--- src/rtl/edf_pkg.sv ---
// Shared types, codes and constants of the deadline scheduler.
`default_nettype none
package edf_pkg;

  localparam int NUM_TASKS_DEF   = 4;
  localparam int QUEUE_DEPTH_DEF = 16;
  localparam int TASK_SLOTS      = 4;
  localparam int MAX_EVENTS      = 23;
  localparam int EV_CNT_W        = 5;
  localparam int CFG_IDX_W       = 4;

  typedef enum logic [2:0] {
    EV_START   = 3'd0,
    EV_END     = 3'd1,
    EV_PREEMPT = 3'd2,
    EV_MISS    = 3'd3,
    EV_DROP    = 3'd4,
    EV_SUM     = 3'd5
  } ev_kind_t;

  typedef enum logic [CFG_IDX_W-1:0] {
    REG_PERIOD_0 = 4'd0,
    REG_PERIOD_1 = 4'd1,
    REG_PERIOD_2 = 4'd2,
    REG_PERIOD_3 = 4'd3,
    REG_CPU_0    = 4'd4,
    REG_CPU_1    = 4'd5,
    REG_CPU_2    = 4'd6,
    REG_CPU_3    = 4'd7
  } reg_idx_t;

  typedef enum logic [3:0] {
    ST_IDLE, ST_RUN, ST_MISS, ST_SCAN, ST_MEMIT, ST_REL, ST_REO1,
    ST_SORT, ST_REO2, ST_REO3, ST_START, ST_SUM
  } state_t;

  typedef enum logic [2:0] {
    OP_HOLD, OP_SHIFT, OP_SORT, OP_MISS, OP_WRITE
  } cell_op_t;

  typedef struct packed {
    logic        valid;
    logic        miss;
    logic        prem;
    logic [1:0]  task_id;
    logic [15:0] left;
    logic [31:0] order;
    logic [31:0] deadline;
  } job_t;

  typedef struct packed {
    cell_op_t op;
    logic     wr_sel;
    logic     lower;
    logic     upper;
  } cell_ctrl_t;

  function automatic logic goes_before(input job_t a, input job_t b);
    goes_before = a.valid && (!b.valid || (a.deadline < b.deadline) ||
                  ((a.deadline == b.deadline) && (a.order < b.order)));
  endfunction

endpackage
`default_nettype wire

--- src/rtl/edf_cell.sv ---
// One queue slot: holds a job, swaps or shifts with its neighbors.
`default_nettype none
module edf_cell (
  input  wire logic                     clk,
  input  wire logic                     rst_n,
  input  wire edf_pkg::cell_ctrl_t      ctrl,
  input  wire edf_pkg::job_t            wr_data,
  input  wire edf_pkg::job_t            left_job,
  input  wire edf_pkg::job_t            right_job,
  input  wire logic [31:0]              cur_time,
  input  wire logic [3:0][15:0]         periods,
  output edf_pkg::job_t                 job
);
  import edf_pkg::*;

  job_t job_r, job_nxt;

  always_comb begin
    job_nxt = job_r;
    unique case (ctrl.op)
      OP_HOLD:  job_nxt = job_r;
      OP_SHIFT: job_nxt = right_job;
      OP_SORT: begin
        if (ctrl.lower && goes_before(right_job, job_r)) begin
          job_nxt = right_job;
        end else if (ctrl.upper && goes_before(job_r, left_job)) begin
          job_nxt = left_job;
        end
      end
      OP_MISS: begin
        // push a late job out one period and flag it for reporting
        if (job_r.valid && (job_r.deadline <= cur_time)) begin
          job_nxt.deadline = job_r.deadline + 32'(periods[job_r.task_id]);
          job_nxt.miss     = 1'b1;
        end
      end
      OP_WRITE: begin
        if (ctrl.wr_sel) begin
          job_nxt = wr_data;
        end
      end
      default: job_nxt = job_r;
    endcase
  end

  always_ff @(posedge clk) begin
    if (!rst_n) begin
      job_r <= '0;
    end else begin
      job_r <= job_nxt;
    end
  end

  assign job = job_r;

endmodule
`default_nettype wire

--- config.mk ---
export PLATFORM = sky130hd
export DESIGN_NAME = edf_cell
export DESIGN_NICKNAME = d
export VERILOG_FILES = /design/src/rtl/edf_pkg.sv /design/src/rtl/edf_cell.sv
export SDC_FILE = /design/constraint.sdc
export NUM_CORES = 1
export LEC_CHECK = 0
export BUFFER_PORTS_ARGS = -buffer_cell sky130_fd_sc_hd__buf_2
export CORE_MARGIN = 8
export CORE_UTILIZATION = 40
export CTS_CLUSTER_SIZE = 10
export DETAILED_ROUTE_END_ITERATION = 12
export PLACE_DENSITY_LB_ADDON = 0.12
export SKIP_CTS_REPAIR_TIMING = 1
export SYNTH_ARGS = -nofsm -noshare
export SYNTH_HDL_FRONTEND = slang
export SYNTH_SLANG_ARGS = --single-unit
export TNS_END_PERCENT = 1
--- constraint.sdc ---
create_clock -name clk -period 5.4 [get_ports clk]
set_clock_uncertainty 0.1 [all_clocks]
set_input_delay 0.81 -clock clk [delete_from_list [all_inputs] [get_ports clk]]
set_output_delay 0.81 -clock clk [all_outputs]
set_load 0.01 [all_outputs]
==> flow_summary.json <==
{
  "die-area_mm2": 0.0302,
  "drive_above_1_share_pct": 29.7,
  "final_cells": 2041,
  "grt_setup_unrepaired": "false",
  "vdd_drop_max_mv": 0.151,
  "largest_register_ffs": 85,
  "min_path_type": "reg -> reg",
  "rows": 57,
  "drc": 0,
  "final_util_pct": 52.4,
  "path_common_cell": "a21oi_1",
  "cts_tree": "yes",
  "final_antenna_net_count": 0,
  "fp.dieW_um": 174,
  "finalPower_mw": 2.60,
  "syn_nets": 1833,
  "start_util_pct": 40.9,
  "viasPerCell": 5.77,
  "synth-edff-count": 0,
  "die_h_um": 174,
  "worstSetupPathType": "reg -> reg",
  "gr-total-overflow": 0,
  "grt_max_degree": 52,
  "num_io_pins": 444,
  "syn_area_mm2": 0.00996,
  "drt-initial-drc-count": 1079,
  "synthArstFlopShare_pct": 0,
  "grt_pass1_wl_um": 66500,
  "cap_violations": 0,
  "portBuffers": 443,
  "synthFlopType": "dfxtp_1",
  "grt_antenna_before_repair": 6,
  "wl_per_cell_um": 21.3,
  "path_buf_inv": 0,
  "hpwl_um": 35600,
  "finalCriticalPeriod_ps": 4330,
  "max_freq_mhz": 231,
  "clkTransAtPathRegs_ps": 70,
  "crit_arrival_ps": 4480,
  "dr_total_vias": 11775,
  "clkLatencyLatePin_ps": 360,
  "syn_to_final_growth_pct": 28.2,
  "synthCells": 1299,
  "grt_usage_pct": 27.4,
  "first_pass_iters": 6,
  "fill_cells": 2464,
  "crit_fanout": 12,
  "hold_viol": 0,
  "cts_made_buffers": 9,
  "slew_viol_final": 0,
  "crit_path_start_kind": "register",
  "finalSetupTns_ps": 0,
  "tightest_slew_ps": 1030,
  "grt_pass1_vias": 11855,
  "synth.distinct_cells": 79,
  "cts.sinks": 85,
  "slowest_delay_ps": 740,
  "crit_path_cell_trace": "mux4_2 -> ha_1 -> fa_1 -> a21o_1 -> a21oi_1 -> o21a_1 -> o31ai_2 -> a21oi_1 -> a21oi_1 -> a41oi_1 -> o21ai_0 -> a32o_1",
  "worstHoldStart": "job[83]",
  "setup_viol": 0,
  "gp_congestion": 0.928,
  "p_leak_nw": 6.52,
  "layout.nets": 2241,
  "yosys_warnings": 0,
  "crit_family": "compound AO/OA/AOI/OAI gates",
  "slew_headroom_pct": 31.3,
  "crit_path_end_kind": "register",
  "dp.cells": 2020,
  "routed_wl_um": 43600,
  "avgSynthCellArea_um2": 7.67,
  "finalCritPeriodShare_pct": 80.2,
  "clock-root-buffer": "clkbuf_16",
  "status": "complete, no violations",
  "ys_seq_elements": 85,
  "r2r-start": "job[80]",
  "coreArea_mm2": 0.0244,
  "crit_start": "job[80]",
  "ys_seq_area_share_pct": 17.1,
  "crit_required_ps": 5550,
  "powerDensity_mw_per_mm2": 203,
  "slowest_stage": "dfxtp_1",
  "cts_buffer_depth": 2,
  "cts_max_level": 3
}
-- cells in the mapped netlist (all sizes together) (10+ instances only) --
master,number,area [um^2]
inv,175,657
ha,174,2180
nand2,109,412
o21ai,105,526
a21oi,91,478
dfxtp,85,1700
a31oi,67,425
a22oi,53,398
nor2,43,169
clkbuf,37,140
nand4,36,225
a21o,31,233
buf,28,153
nand3,23,120
nor3,23,115
mux4,16,360
a222oi,13,130
nand2b,12,75.1
o211ai,12,90.1
a211oi,11,82.6
nor2b,10,62.6
-- path summary, 6_finish.rpt --
kind / slack, ps / cells past startpoint / to
setup / recovery: 1070 / 12 / job[22]
hold / removal: 380 / 2 / job[83]
setup reg to reg: 1070 / 12 / job[22]
hold reg to reg: 380 / 2 / job[83]
-- final cells by class --
cell class / count / area, um^2 / share of cell area [%]
Multi-Input combinational cell: 974 / 7330 / 57.4
Timing Repair Buffer: 462 / 2370 / 18.6
Sequential cell: 85 / 1700 / 13.3
Inverter: 175 / 657 / 5.14
Tap cell: 324 / 405 / 3.17
Clock buffer: 9 / 225 / 1.76
Clock inverter: 7 / 72.6 / 0.568
Antenna cell: 5 / 12.5 / 0.0979
-- metal layers --
| metal | vias up | global-route usage (%) | part of all wire [%] |
|---|---|---|---|
| met3 | 85 | 7.36 | 9.1 |
| met4 | 2 | 10.8 | 3.4 |
| met1 | 5414 | 33.8 | 41 |
| met5 | - | 0 | 0.023 |
| met2 | 577 | 44.5 | 46 |
| li1 | 5697 | - | - |
-- per-stage QoR --
step	setup slack [ps]	cell area, um^2	hold slack, ps
2_1_floorplan	1020	9960	395
3_3_place_gp	1160	12500	364
3_5_place_dp	1080	12500	370
4_1_cts	1090	12800	381
5_1_grt	746	12800	409
6_report	1070	12800	385
-- report_power, final --
group / total, mW / leakage (nW) / internal, mW / switching, mW
combinational: 1.14 / 5.67 / 0.495 / 0.646
sequential: 0.788 / 0.701 / 0.689 / 0.0991
clock: 0.671 / 0.142 / 0.361 / 0.309
total: 2.60 / 6.52 / 1.54 / 1.05
-- logic make-up after synthesis --
group / count (synthesis) / synth area share [%]
flops: 85 / 17.1
simple gates: 289 / 14.1
compound gates: 479 / 32.3
fa+ha+maj: 175 / 22.0
xor+xnor: 13 / 1.14
mux: 18 / 3.82
buf+inv: 240 / 9.53
-- worst reg2reg max path: cells and delay by family, from the launching register on --
family	cells	cell delay (ps)
flip-flops	1	740
multiplexers	1	600
adder cells (fa/ha/maj)	2	630
AO/OA/AOI/OAI	9	2150
-- layout by cell type, fill, tap and decap left out, drive strengths merged, types with 4 or more instances in the layout --
cell     instances
a211oi          11
a21boi           6
a21o            31
a21oi           91
a221o            4
a221oi           8
a222oi          13
a22o             4
a22oi           53
a31oi           67
a32o             6
and2             5
and3             6
buf            462
clkbuf           9
dfxtp           85
diode            5
ha             174
inv            177
mux4            16
nand2          109
nand2b          12
nand3           23
nand4           36
nor2            43
nor2b           10
nor3            23
nor4             8
o211ai          12
o21a             8
o21ai          105
o221ai           4
o22ai            8
o2bb2ai          4
o31ai            4
o32ai            8
xnor2            8
xor2             5
Note: power is estimated with default switching activity, not from simulation.
